### config.mk
export PLATFORM = sky130hd
export DESIGN_NAME = pattern_record_decoder_unit_flat
export DESIGN_NICKNAME = d
export VERILOG_FILES = /design/src/hw/rtl/prd_pkg.sv /design/src/hw/rtl/prd_if.sv /design/src/hw/rtl/prd_front.sv /design/src/hw/rtl/prd_queue.sv /design/src/hw/rtl/prd_back.sv /design/src/hw/rtl/pattern_record_decoder_unit.sv /design/src/flat_wrapper.sv
export SDC_FILE = /design/constraint.sdc
export NUM_CORES = 1
export LEC_CHECK = 0
export BUFFER_PORTS_ARGS = -buffer_cell sky130_fd_sc_hd__buf_2
export CAP_MARGIN = 40
export CORE_MARGIN = 5
export CORE_UTILIZATION = 23
export DETAILED_ROUTE_END_ITERATION = 7
export PLACE_DENSITY = 0.43
export SLEW_MARGIN = 20
export SYNTH_ARGS = -nofsm -noshare
export SYNTH_HDL_FRONTEND = slang
export SYNTH_SLANG_ARGS = --single-unit
export TNS_END_PERCENT = 30
### constraint.sdc
create_clock -name clk -period 16 [get_ports clk]
set_input_delay 1.6 -clock clk [delete_from_list [all_inputs] [get_ports clk]]
set_output_delay 1.6 -clock clk [all_outputs]
set_load 0.01 [all_outputs]
### src/hw/rtl/prd_pkg.sv
// Shared types, codes and constants of the pattern record decoder.
// No dependencies.
package prd_pkg;

  localparam int MAX_STEPS_DEF         = 64;
  localparam int MAX_PAYLOAD_BYTES_DEF = 1552;

  localparam logic [31:0] HEADER_MAGIC  = 32'h5441_5056;
  localparam int          HEADER_BYTES  = 16;
  localparam int          RECORD_BYTES  = 24;
  localparam int          NOTE_LIMIT    = 96;
  localparam logic [31:0] FLOAT_ONE     = 32'h3F80_0000;
  localparam logic [31:0] FLOAT_EIGHT   = 32'h4100_0000;
  localparam logic [31:0] NEG_ZERO      = 32'h8000_0000;

  localparam int Q_DEPTH = 2;
  localparam int QAW     = $clog2(Q_DEPTH);

  localparam logic [7:0] REG_EXPECTED_SCHEMA   = 8'd0;
  localparam logic [7:0] REG_TIMING_MODE_LIMIT = 8'd1;

  localparam logic [2:0] ST_OK       = 3'd0;
  localparam logic [2:0] ST_SHORT    = 3'd1;
  localparam logic [2:0] ST_LONG     = 3'd2;
  localparam logic [2:0] ST_MAGIC    = 3'd3;
  localparam logic [2:0] ST_LENGTH   = 3'd4;
  localparam logic [2:0] ST_RESERVED = 3'd5;
  localparam logic [2:0] ST_INVALID  = 3'd6;

  localparam logic KIND_RECORD  = 1'b0;
  localparam logic KIND_VERDICT = 1'b1;

  typedef struct packed {
    logic               result_kind;
    logic [31:0]        index_or_count;
    logic signed [15:0] note_offset;
    logic [7:0]         gate_flag;
    logic [7:0]         accent_flag;
    logic [31:0]        velocity_bits;
    logic [31:0]        probability_bits;
    logic [7:0]         ratchet_count;
    logic [31:0]        slide_bits;
    logic [31:0]        width_bits;
    logic [2:0]         status;
    logic [31:0]        timing_mode;
  } result_t;

  // One queue entry: what a single input byte produced.
  typedef struct packed {
    logic    rec_v;
    logic    verd_v;
    result_t rec;
    result_t verd;
  } entry_t;

  function automatic logic float_ok(input logic [31:0] bits, input logic [31:0] hi);
    return (bits == NEG_ZERO) || (!bits[31] && bits <= hi);
  endfunction

endpackage

### src/hw/rtl/prd_if.sv
// Stream interfaces of the pattern record decoder.
// No dependencies.
interface prd_in_if;
  logic       valid;
  logic       ready;
  logic [7:0] data_byte;
  logic       last;
  modport source (output valid, data_byte, last, input ready);
  modport sink   (input valid, data_byte, last, output ready);
endinterface

interface prd_out_if;
  logic               valid;
  logic               ready;
  logic               result_kind;
  logic [31:0]        index_or_count;
  logic signed [15:0] note_offset;
  logic [7:0]         gate_flag;
  logic [7:0]         accent_flag;
  logic [31:0]        velocity_bits;
  logic [31:0]        probability_bits;
  logic [7:0]         ratchet_count;
  logic [31:0]        slide_bits;
  logic [31:0]        width_bits;
  logic [2:0]         status;
  logic [31:0]        timing_mode;
  modport source (output valid, result_kind, index_or_count, note_offset, gate_flag,
                  accent_flag, velocity_bits, probability_bits, ratchet_count,
                  slide_bits, width_bits, status, timing_mode, input ready);
  modport sink   (input valid, result_kind, index_or_count, note_offset, gate_flag,
                  accent_flag, velocity_bits, probability_bits, ratchet_count,
                  slide_bits, width_bits, status, timing_mode, output ready);
endinterface

### src/hw/rtl/prd_front.sv
// Front end: assembles header and step records from the byte stream and
// builds record and verdict results. Depends on prd_pkg.
module prd_front #(
  parameter int MAX_STEPS         = prd_pkg::MAX_STEPS_DEF,
  parameter int MAX_PAYLOAD_BYTES = prd_pkg::MAX_PAYLOAD_BYTES_DEF
) (
  input  logic                clk,
  input  logic                rst,
  input  logic                in_valid,
  output logic                in_ready,
  input  logic [7:0]          data_byte,
  input  logic                last,
  input  logic [31:0]         expected_schema,
  input  logic [7:0]          timing_mode_limit,
  output logic                push,
  output prd_pkg::entry_t     push_entry,
  input  logic                push_ready
);
  import prd_pkg::*;

  localparam int IDX_W = $clog2((MAX_PAYLOAD_BYTES - HEADER_BYTES) / RECORD_BYTES + 2);

  logic [15:0]      byte_counter;
  logic [31:0]      header_words [4];
  logic [7:0]       step_bytes [RECORD_BYTES-1];
  logic [4:0]       rec_off;
  logic [IDX_W-1:0] step_counter;
  logic [1:0]       error_flags;

  logic             accept;
  logic [31:0]      hw_next [4];
  logic             in_header;
  logic             rec_fire;
  logic [16:0]      size;
  logic [1:0]       flags_next;
  logic             rsv_bad;
  logic             fld_bad;
  logic signed [15:0] note;
  logic [31:0]      vel, prob, slide, wid;
  logic [31:0]      count;
  logic [16:0]      exp_size;
  logic [2:0]       status;

  assign in_ready  = push_ready;
  assign accept    = in_valid && in_ready;
  assign in_header = byte_counter < 16'(HEADER_BYTES);
  assign size      = {1'b0, byte_counter} + 17'd1;

  always_comb begin
    for (int w = 0; w < 4; w++) begin
      hw_next[w] = header_words[w];
    end
    if (in_header) begin
      hw_next[byte_counter[3:2]] = header_words[byte_counter[3:2]] |
                                   (32'(data_byte) << {byte_counter[1:0], 3'b000});
    end
  end

  assign note  = {step_bytes[1], step_bytes[0]};
  assign vel   = {step_bytes[7], step_bytes[6], step_bytes[5], step_bytes[4]};
  assign prob  = {step_bytes[11], step_bytes[10], step_bytes[9], step_bytes[8]};
  assign slide = {step_bytes[19], step_bytes[18], step_bytes[17], step_bytes[16]};
  assign wid   = {data_byte, step_bytes[22], step_bytes[21], step_bytes[20]};

  assign rec_fire = !in_header && (rec_off == 5'(RECORD_BYTES - 1)) &&
                    (size <= 17'(MAX_PAYLOAD_BYTES));
  assign rsv_bad  = (step_bytes[13] != 8'd0) || (step_bytes[14] != 8'd0) ||
                    (step_bytes[15] != 8'd0);
  assign fld_bad  = (note < -16'sd96) || (note > 16'sd96) ||
                    (step_bytes[2] > 8'd1) || (step_bytes[3] > 8'd1) ||
                    (step_bytes[12] < 8'd1) || (step_bytes[12] > 8'd8) ||
                    !float_ok(vel, FLOAT_ONE) || !float_ok(prob, FLOAT_ONE) ||
                    !float_ok(slide, FLOAT_EIGHT) || !float_ok(wid, FLOAT_ONE);
  assign flags_next = rec_fire ? (error_flags | {fld_bad, rsv_bad}) : error_flags;

  assign count    = hw_next[2];
  assign exp_size = 17'(HEADER_BYTES) + 17'(count[8:0]) * 17'(RECORD_BYTES);

  always_comb begin
    if (size < 17'(HEADER_BYTES)) begin
      status = ST_SHORT;
    end else if (size > 17'(MAX_PAYLOAD_BYTES)) begin
      status = ST_LONG;
    end else if (hw_next[0] != HEADER_MAGIC) begin
      status = ST_MAGIC;
    end else if (count > 32'(MAX_STEPS) || size != exp_size) begin
      status = ST_LENGTH;
    end else if (flags_next[0]) begin
      status = ST_RESERVED;
    end else if (flags_next[1] || hw_next[1] != expected_schema || count == 32'd0 ||
                 hw_next[3] > 32'(timing_mode_limit)) begin
      status = ST_INVALID;
    end else begin
      status = ST_OK;
    end
  end

  always_comb begin
    push_entry = '0;
    push_entry.rec_v  = rec_fire;
    push_entry.verd_v = last;
    push_entry.rec.result_kind      = KIND_RECORD;
    push_entry.rec.index_or_count   = 32'(step_counter);
    push_entry.rec.note_offset      = note;
    push_entry.rec.gate_flag        = step_bytes[2];
    push_entry.rec.accent_flag      = step_bytes[3];
    push_entry.rec.velocity_bits    = vel;
    push_entry.rec.probability_bits = prob;
    push_entry.rec.ratchet_count    = step_bytes[12];
    push_entry.rec.slide_bits       = slide;
    push_entry.rec.width_bits       = wid;
    push_entry.rec.status           = ST_OK;
    push_entry.rec.timing_mode      = header_words[3];
    push_entry.verd.result_kind     = KIND_VERDICT;
    push_entry.verd.index_or_count  = count;
    push_entry.verd.status          = status;
    push_entry.verd.timing_mode     = hw_next[3];
  end

  assign push = accept && (rec_fire || last);

  // The final record byte is taken straight from the input, so it is not stored.
  always_ff @(posedge clk) begin
    if (!in_header && accept && rec_off != 5'(RECORD_BYTES - 1)) begin
      step_bytes[rec_off] <= data_byte;
    end
  end

  always_ff @(posedge clk) begin
    if (rst) begin
      byte_counter <= '0;
      rec_off      <= '0;
      step_counter <= '0;
      error_flags  <= '0;
      for (int w = 0; w < 4; w++) header_words[w] <= '0;
    end else if (accept) begin
      if (last) begin
        // drop all frame state once the verdict is out
        byte_counter <= '0;
        rec_off      <= '0;
        step_counter <= '0;
        error_flags  <= '0;
        for (int w = 0; w < 4; w++) header_words[w] <= '0;
      end else begin
        if (byte_counter != 16'hFFFF) byte_counter <= byte_counter + 16'd1;
        for (int w = 0; w < 4; w++) header_words[w] <= hw_next[w];
        error_flags <= flags_next;
        if (!in_header) begin
          rec_off <= (rec_off == 5'(RECORD_BYTES - 1)) ? 5'd0 : rec_off + 5'd1;
        end
        if (rec_fire) step_counter <= step_counter + 1'b1;
      end
    end
  end

endmodule

### src/hw/rtl/prd_queue.sv
// Short register queue between front and back end.
// Depends on prd_pkg.
module prd_queue (
  input  logic            clk,
  input  logic            rst,
  input  logic            push,
  input  prd_pkg::entry_t push_entry,
  output logic            push_ready,
  input  logic            pop,
  output prd_pkg::entry_t head,
  output logic            head_valid
);
  import prd_pkg::*;

  entry_t         mem [Q_DEPTH];
  logic [QAW-1:0] wptr, rptr;
  logic [QAW:0]   fill;

  assign push_ready = fill != (QAW+1)'(Q_DEPTH);
  assign head_valid = fill != '0;
  assign head       = mem[rptr];

  always_ff @(posedge clk) begin
    if (push) mem[wptr] <= push_entry;
  end

  always_ff @(posedge clk) begin
    if (rst) begin
      wptr <= '0;
      rptr <= '0;
      fill <= '0;
    end else begin
      if (push) wptr <= (wptr == QAW'(Q_DEPTH - 1)) ? '0 : wptr + 1'b1;
      if (pop)  rptr <= (rptr == QAW'(Q_DEPTH - 1)) ? '0 : rptr + 1'b1;
      case ({push, pop})
        2'b10:   fill <= fill + 1'b1;
        2'b01:   fill <= fill - 1'b1;
        default: fill <= fill;
      endcase
    end
  end

endmodule

### src/hw/rtl/prd_back.sv
// Back end: splits a queue entry into its record and verdict results.
// Depends on prd_pkg.
module prd_back (
  input  logic            clk,
  input  logic            rst,
  input  prd_pkg::entry_t head,
  input  logic            head_valid,
  output logic            pop,
  output logic            out_valid,
  input  logic            out_ready,
  output prd_pkg::result_t out_item
);
  import prd_pkg::*;

  logic rec_done;
  logic sel_rec;
  logic take;

  assign sel_rec   = head.rec_v && !rec_done;
  assign out_valid = head_valid;
  assign out_item  = sel_rec ? head.rec : head.verd;
  assign take      = out_valid && out_ready;
  assign pop       = take && !(sel_rec && head.verd_v);

  always_ff @(posedge clk) begin
    if (rst) begin
      rec_done <= 1'b0;
    end else if (take) begin
      rec_done <= sel_rec && head.verd_v;
    end
  end

endmodule

### src/hw/rtl/pattern_record_decoder_unit.sv
// Top level of the pattern record decoder.
// Depends on prd_pkg, prd_if, prd_front, prd_queue and prd_back.
//
// Usage:
//   pattern_in carries one payload byte per request, with last on the final
//   byte. result_out carries step records (result_kind 0) as each 24-byte
//   record completes, and one verdict (result_kind 1) after the last byte.
//   On the last byte of a record that is also the last byte of the payload,
//   the record comes first, then the verdict.
//   Configuration: cfg_we with cfg_index 0 writes expected_schema, index 1
//   writes timing_mode_limit; other indexes are ignored. Write only when idle.
// Timing:
//   One byte accepted per cycle while the queue has room. A result is written
//   into the queue when its byte is accepted. The front end classifies bytes
//   combinationally; a two-entry queue parts it from the back end, which sends
//   the record and then the verdict of an entry that holds both.
// Reset (rst, synchronous): clears frame state and the queue, and sets the
//   registers to schema 1 and timing mode limit 2.
// Stall: while result_out is held off, the queue fills and pattern_in
//   drops ready; no result is lost or repeated.
module pattern_record_decoder_unit #(
  parameter int MAX_STEPS         = prd_pkg::MAX_STEPS_DEF,
  parameter int MAX_PAYLOAD_BYTES = prd_pkg::MAX_PAYLOAD_BYTES_DEF
) (
  input  logic         clk,
  input  logic         rst,
  prd_in_if.sink       pattern_in,
  prd_out_if.source    result_out,
  input  logic         cfg_we,
  input  logic [7:0]   cfg_index,
  input  logic [31:0]  cfg_wdata
);
  import prd_pkg::*;

  logic [31:0] expected_schema;
  logic [7:0]  timing_mode_limit;

  logic    push, push_ready, pop, head_valid;
  entry_t  push_entry, head;
  result_t out_item;

  // Configuration registers: hold their values across frames.
  always_ff @(posedge clk) begin
    if (rst) begin
      expected_schema   <= 32'd1;
      timing_mode_limit <= 8'd2;
    end else if (cfg_we) begin
      case (cfg_index)
        REG_EXPECTED_SCHEMA:   expected_schema   <= cfg_wdata;
        REG_TIMING_MODE_LIMIT: timing_mode_limit <= cfg_wdata[7:0];
        default: ;
      endcase
    end
  end

  prd_front #(
    .MAX_STEPS         (MAX_STEPS),
    .MAX_PAYLOAD_BYTES (MAX_PAYLOAD_BYTES)
  ) u_front (
    .clk               (clk),
    .rst               (rst),
    .in_valid          (pattern_in.valid),
    .in_ready          (pattern_in.ready),
    .data_byte         (pattern_in.data_byte),
    .last              (pattern_in.last),
    .expected_schema   (expected_schema),
    .timing_mode_limit (timing_mode_limit),
    .push              (push),
    .push_entry        (push_entry),
    .push_ready        (push_ready)
  );

  prd_queue u_queue (
    .clk        (clk),
    .rst        (rst),
    .push       (push),
    .push_entry (push_entry),
    .push_ready (push_ready),
    .pop        (pop),
    .head       (head),
    .head_valid (head_valid)
  );

  prd_back u_back (
    .clk        (clk),
    .rst        (rst),
    .head       (head),
    .head_valid (head_valid),
    .pop        (pop),
    .out_valid  (result_out.valid),
    .out_ready  (result_out.ready),
    .out_item   (out_item)
  );

  // Fan the result out onto the channel.
  assign result_out.result_kind      = out_item.result_kind;
  assign result_out.index_or_count   = out_item.index_or_count;
  assign result_out.note_offset      = out_item.note_offset;
  assign result_out.gate_flag        = out_item.gate_flag;
  assign result_out.accent_flag      = out_item.accent_flag;
  assign result_out.velocity_bits    = out_item.velocity_bits;
  assign result_out.probability_bits = out_item.probability_bits;
  assign result_out.ratchet_count    = out_item.ratchet_count;
  assign result_out.slide_bits       = out_item.slide_bits;
  assign result_out.width_bits       = out_item.width_bits;
  assign result_out.status           = out_item.status;
  assign result_out.timing_mode      = out_item.timing_mode;

endmodule
### src/flat_wrapper.sv
// flat-port wrapper written by rule: the top's interface ports become plain ports
module pattern_record_decoder_unit_flat import prd_pkg::*;
#(
  parameter int MAX_STEPS         = prd_pkg::MAX_STEPS_DEF,
  parameter int MAX_PAYLOAD_BYTES = prd_pkg::MAX_PAYLOAD_BYTES_DEF
)
  (clk, rst, cfg_we, cfg_index, cfg_wdata, pattern_in_valid, pattern_in_data_byte, pattern_in_last, pattern_in_ready, result_out_valid, result_out_result_kind, result_out_index_or_count, result_out_note_offset, result_out_gate_flag, result_out_accent_flag, result_out_velocity_bits, result_out_probability_bits, result_out_ratchet_count, result_out_slide_bits, result_out_width_bits, result_out_status, result_out_timing_mode, result_out_ready);
  prd_in_if pattern_in_i ();
  prd_out_if result_out_i ();
  input  logic clk;
  input  logic rst;
  input  logic cfg_we;
  input  logic [7:0] cfg_index;
  input  logic [31:0] cfg_wdata;
  input wire logic [$bits(pattern_in_i.valid)-1:0] pattern_in_valid;
  input wire logic [$bits(pattern_in_i.data_byte)-1:0] pattern_in_data_byte;
  input wire logic [$bits(pattern_in_i.last)-1:0] pattern_in_last;
  output wire logic [$bits(pattern_in_i.ready)-1:0] pattern_in_ready;
  output wire logic [$bits(result_out_i.valid)-1:0] result_out_valid;
  output wire logic [$bits(result_out_i.result_kind)-1:0] result_out_result_kind;
  output wire logic [$bits(result_out_i.index_or_count)-1:0] result_out_index_or_count;
  output wire logic [$bits(result_out_i.note_offset)-1:0] result_out_note_offset;
  output wire logic [$bits(result_out_i.gate_flag)-1:0] result_out_gate_flag;
  output wire logic [$bits(result_out_i.accent_flag)-1:0] result_out_accent_flag;
  output wire logic [$bits(result_out_i.velocity_bits)-1:0] result_out_velocity_bits;
  output wire logic [$bits(result_out_i.probability_bits)-1:0] result_out_probability_bits;
  output wire logic [$bits(result_out_i.ratchet_count)-1:0] result_out_ratchet_count;
  output wire logic [$bits(result_out_i.slide_bits)-1:0] result_out_slide_bits;
  output wire logic [$bits(result_out_i.width_bits)-1:0] result_out_width_bits;
  output wire logic [$bits(result_out_i.status)-1:0] result_out_status;
  output wire logic [$bits(result_out_i.timing_mode)-1:0] result_out_timing_mode;
  input wire logic [$bits(result_out_i.ready)-1:0] result_out_ready;
  assign pattern_in_i.valid = pattern_in_valid;
  assign pattern_in_i.data_byte = pattern_in_data_byte;
  assign pattern_in_i.last = pattern_in_last;
  assign pattern_in_ready = pattern_in_i.ready;
  assign result_out_valid = result_out_i.valid;
  assign result_out_result_kind = result_out_i.result_kind;
  assign result_out_index_or_count = result_out_i.index_or_count;
  assign result_out_note_offset = result_out_i.note_offset;
  assign result_out_gate_flag = result_out_i.gate_flag;
  assign result_out_accent_flag = result_out_i.accent_flag;
  assign result_out_velocity_bits = result_out_i.velocity_bits;
  assign result_out_probability_bits = result_out_i.probability_bits;
  assign result_out_ratchet_count = result_out_i.ratchet_count;
  assign result_out_slide_bits = result_out_i.slide_bits;
  assign result_out_width_bits = result_out_i.width_bits;
  assign result_out_status = result_out_i.status;
  assign result_out_timing_mode = result_out_i.timing_mode;
  assign result_out_i.ready = result_out_ready;
  pattern_record_decoder_unit #(.MAX_STEPS(MAX_STEPS), .MAX_PAYLOAD_BYTES(MAX_PAYLOAD_BYTES)) u_core (.clk(clk), .rst(rst), .pattern_in(pattern_in_i), .result_out(result_out_i), .cfg_we(cfg_we), .cfg_index(cfg_index), .cfg_wdata(cfg_wdata));
endmodule
==> Word level (Yosys, flattened, before mapping) <==
Memory sizes are Yosys's and may differ from the RTL's. A register that Yosys moved wholly into a read port is not among the register bits.
Index checks and enable logic that the tools add are counted.
{ "word_totals": {"ram_bits": 864, "reg_bits": 75, "n_memories": 3} }
{ "memory_table": {"columns": ["name", "depth", "word_bits", "rd", "rd_clocked_by_memory_dff", "wr", "line_no", "rtl"], "rows": [
  ["u_core.u_queue.mem", 2, 276, 1, 1, 1, "prd_queue.sv:15", "entry_t mem [Q_DEPTH];"],
  ["u_core.u_front.step_bytes", 23, 8, 23, 0, 1, "prd_front.sv:25", "logic [7:0] step_bytes [RECORD_BYTES-1];"],
  ["u_core.u_front.header_words", 4, 32, 5, 1, 4, "prd_front.sv:24", "logic [31:0] header_words [4];"]
]} }
{ "op_classes": {"eq_ne": 15, "bitwise": 11, "muxes": 49, "order_cmp": 18, "n_mul": 1, "add_sub_neg": 9, "n_shift": 1, "reduce_logical": 60} }
{ "op_table": {"columns": ["operator", "n"], "rows": [
  ["32-bit two-way mux", 9],
  ["236-bit two-way mux", 1],
  ["128-bit bitwise mux", 1],
  ["32-bit equality test (second input constant)", 4],
  ["128-bit two-way mux", 1],
  ["32-bit by 30-bit <= comparator with 1-bit output (second input constant)", 3],
  ["32-bit demux with 2-bit select", 1],
  ["32-bit by 7-bit greater-than comparator with 1-bit output (second input constant)", 1],
  ["32-bit by 8-bit greater-than comparator with 1-bit output", 1],
  ["32-bit by 31-bit <= comparator with 1-bit output (second input constant)", 1],
  ["32-bit logical NOT", 1],
  ["16-bit two-way mux", 2],
  ["32-bit by 31-bit inequality test with 1-bit output (second input constant)", 1],
  ["32-bit inequality test", 1],
  ["32-bit bitwise OR", 1],
  ["8-bit by 5-bit << shifter with 32-bit output", 1],
  ["8-bit nonzero test", 3],
  ["1-bit logical OR", 20],
  ["1-bit two-way mux", 18],
  ["3-bit two-way mux", 6],
  ["16-bit by 1-bit adder with 17-bit output (second input constant)", 1],
  ["17-bit by 11-bit greater-than comparator with 1-bit output (second input constant)", 1],
  ["17-bit by 11-bit <= comparator with 1-bit output (second input constant)", 1],
  ["17-bit by 5-bit < comparator with 1-bit output (second input constant)", 1],
  ["36 further kinds", 83]
]} }

==> Longest topological paths before layout <==
An unclocked memory read counts as a cell.
{ "logic_depth": {"word_depth": 22, "ltp_mapped": 20} }

==> Cells and area by module <==
A second synthesis with hierarchy kept.
{ "hier_totals": {"hier_cells": 3815, "hier_area_um2": 60981.0} }
{ "modules_own_cells": {"columns": ["mod", "area_per_inst_um2", "cells_per_inst", "n_inst", "seq_area_each_um2"], "rows": [
  ["prd_queue", 36735.2, 1497, 1, 28567.4],
  ["prd_front", 19438.6, 1866, 1, 9689.3],
  ["prd_back", 3083.0, 271, 1, 20.0],
  ["pattern_record_decoder_unit", 1724.2, 181, 1, 800.8]
]} }

==> Worst setup path before layout <==
Ideal clock, no wire load.
{ "synth_timing": {"path_kind": "register -> register", "start": "reg u_core.u_front.byte_counter[1]", "end": "mem u_core.u_queue.mem[0][0] (netlist bit) (enable)", "period_less_slack_ns": 14.766, "setup_ns": 0.920, "path_stages_with_launch": 10, "setup_slack_ns": 1.234, "t_arrival_ns": 13.846, "n_path_buf": 1, "cell_sequence": "dfxtp_1 -> ha_1 -> clkbuf_1 -> nand2_1 -> nor2_1 -> a21oi_1 -> or3_1 -> nor4_4 -> o21ai_2 -> nor2_1"} }
{ "synth_rtl": {"columns": ["element", "line_no", "rtl"], "rows": [
  ["start: declaration", "prd_front.sv:23", "logic [15:0] byte_counter;"],
  ["start signal: assignment", "prd_front.sv:145", "if (byte_counter != 16'hFFFF) byte_counter <= byte_counter + 16'd1;"],
  ["end: declaration", "prd_queue.sv:15", null]
]} }

==> metrics <==
f_max=around 170 MHz; Total Power=between 6 and 7 mW; Core ar.=between 150000 and 200000 sq um; number of library cell types mapped by synthesis=between 70 and 80; fin nets=about 3200; post-synthesis cell area=about 39000 sq um; Reg clk slew, reported paths=~0.060 ns; post-route ant nets=0; Synth Net Count=between 2000 and 3000; Primary FF master, synth=edfxtp_1; Die Wd=between 400 and 500 um; initial antenna violation count=9; worst-path fanout max=between 80 and 90; Detailed Routing Iterations Pass 1=5; postcts setup bufs=0; relative slew slack=roughly 29%; Die Area=about 180000 sq um; Leak=between 15 and 20 nW; kind of critical path=reg2out; Req. time, crit path=14.40 ns; Rows=around 150; post-placement worst setup slack=9.52 ns; # hold bufs at CTS=0; routability cong.=between 0.8 and 0.9; share of cells above drive strength 1=19.2%; via count of the first global-routing pass=24500; vias per inst=roughly 4.5; final setup violation count=0; area grow syn2layout=19.7%; cts repair resizes=0; Worst-Skew Late Latency=about 0.73 ns; Final min period=about 6 ns; H-tree Lvls=3; DRC=0; measured slew at the worst slew-check pin=1.07 ns; Post-DP HPWL=just over 80000 um; CTS tree=built; Routed WL=123000 um; Worst setup EP type=output port; die height=around 420 um; Synth Area per Inst=13.9 sq um; hold path endpoint=u_core.u_queue.mem[1][235]; first-pass GRT wire length=about 180000 um; CTS max path bufs=3; port bufs=approximately 290; DP Area=43700 sq um; Post-synth EDFFs=between 800 and 900; worst path arrival time=between 4 and 5 ns; worst flop-to-flop path endpoint=u_core.u_queue.mem[0][34]; register area share after synthesis=a little under 70%; WHS Path Cells=0; max-slew violations=0; worst clock skew=approximately 0.052 ns; Starting DRT DRC Count=approximately 2200; # clock sinks=roughly 940; Synth Warn #=0; Setup crit start kind=register; Num CTS Buffers=107; pin count of the biggest net entering global routing=roughly 150; final worst-path setup slack=about 10 ns; status=finished clean; Layout Cell Area excl Fill=47200 sq um; final worst path period share=approximately 37%; ys async rst share=0%; Pwr Density=131 nW/um^2; HP Start=u_core.u_front.step_bytes[3][0]; post-layout util=between 20 and 30%; mean routed wirelength per cell=approximately 22 um; HP Class=reg2reg; setup_tns=0 ns; Initial Utilization=23.1%; Ports=~290; Final Hold Viols=0; Max Cap Violations=0; Gate Count Post-Synth=around 2800; Global Route Usage Sum=between 10% and 20%; Register-to-Register Path Depth=15; Clock Tree Root=clkbuf_16; Congestion Overflow GR=0; via count=between 20000 and 25000; Peak VDD IR=approximately 0.085 mV; Synth Register Bits=around 940; register-to-register setup slack=just over 10 ns; RSZ-0062 raised after global routing=no
-- placed cells by master, fill, tap and decap left out, types with 66 or more instances in the layout --
cell / instances
mux4_2: 71
nor4_1: 66
edfxtp_1: 832
o21ai_0: 76
nand2_1: 151
mux2i_1: 208
dfxtp_1: 108
a21oi_1: 149
clkbuf_16: 110
nor2_1: 464
buf_2: 291
-- cells in the mapped netlist, types with 35 or more instances --
cell type / n / area, sq um
a211oi_1: 37 / 278
a21oi_1: 149 / 746
a22oi_1: 36 / 270
clkbuf_1: 133 / 499
dfxtp_1: 110 / 2200
edfxtp_1: 832 / 25000
inv_1: 53 / 199
mux2i_1: 208 / 2080
mux4_2: 71 / 1600
nand2_1: 152 / 571
nand4_1: 38 / 238
nor2_1: 470 / 1760
nor3_1: 35 / 175
nor4_1: 66 / 413
o21ai_0: 76 / 380
xnor2_1: 51 / 447
-- cell type report --
cell class / count / area, sq um
antenna: 2 / 5.00
clock buffer: 152 / 2970
clock inverter: 49 / 474
fill: 17600 / 124000
inverter: 54 / 208
multi-input combinational: 1688 / 11500
sequential: 942 / 27200
tap: 2233 / 2790
timing repair buffer: 364 / 2110
-- report_power, final --
group	total, mW	internal (mW)	leakage, nW	switching, mW
Sequential	2.85	2.79	8.70	0.0627
Combinational	0.942	0.332	5.40	0.610
Clock	2.39	1.39	1.68	0.999
Total	6.18	4.51	15.8	1.67
-- cells by family after synthesis --
kind of cell / synth area share, %
DFF: 68.9
adders and majority gates: 0.951
muxes: 9.44
xor gates and xnor gates: 1.74
buffers and inverters: 2.14
and+or+nand+nor: 10.7
AOI/OAI and AO/OA: 6.16
-- through the flow --
| stage | cells | hold WS, ns |
|---|---|---|
| floorplan | 2848 | 0.421 |
| global placement | 5265 | 0.428 |
| detailed placement | 5273 | 0.433 |
| CTS | 5474 | 0.428 |
| global route | 5482 | 0.445 |
| finish | 5484 | 0.436 |
-- how the worst max path moves through the flow --
stage,from,end,slack (ns),cells past startpoint
after global routing,register,u_core.u_queue.mem[0][34],9.61,15
after global placement,pattern_in_data_byte[2],u_core.u_queue.mem[0][34],9.64,15
after CTS,register,result_out_velocity_bits[4],9.87,8
final,register,result_out_velocity_bits[4],10.10,8
after floorplan,u_core.u_front.byte_counter[1],u_core.u_queue.mem[0][0],1.23,9
after detailed placement,pattern_in_data_byte[2],u_core.u_queue.mem[0][34],9.52,15
-- flip-flops by register name, indices dropped and copies added, names as in the netlist, named ones only --
name / flops
u_core.timing_mode_limit: 8
u_core.u_front.step_bytes: 184
u_core.u_front.byte_counter: 16
u_core.u_front.header_words: 128
u_core.expected_schema: 32
u_core.u_queue.wptr: 1
u_core.u_queue.rptr: 1
u_core.u_queue.mem: 552
u_core.u_front.error_flags: 2
u_core.u_back.rec_done: 1
u_core.u_front.rec_off: 5
u_core.u_queue.fill: 2
u_core.u_front.step_counter: 7
-- worst max-delay path, stage by stage, from the launching register on --
cell and delay [ns]:
dfxtp_4 0.84, mux2i_1 0.43, nor2_4 0.03, buf_4 0.29, inv_6 0.25, buf_4 0.55, buf_4 0.73, nor2_1 0.16
buf_2 0.19
-- routing by layer --
metal	up-vias	track usage (%)	part of all wire, %
li1	11400	-	-
met1	12300	17.2	43
met2	627	23.1	50
met3	139	2.55	5.3
met4	4	2.76	1.7
met5	-	0	0.017
No activity file was read; power rests on OpenSTA's default activity.
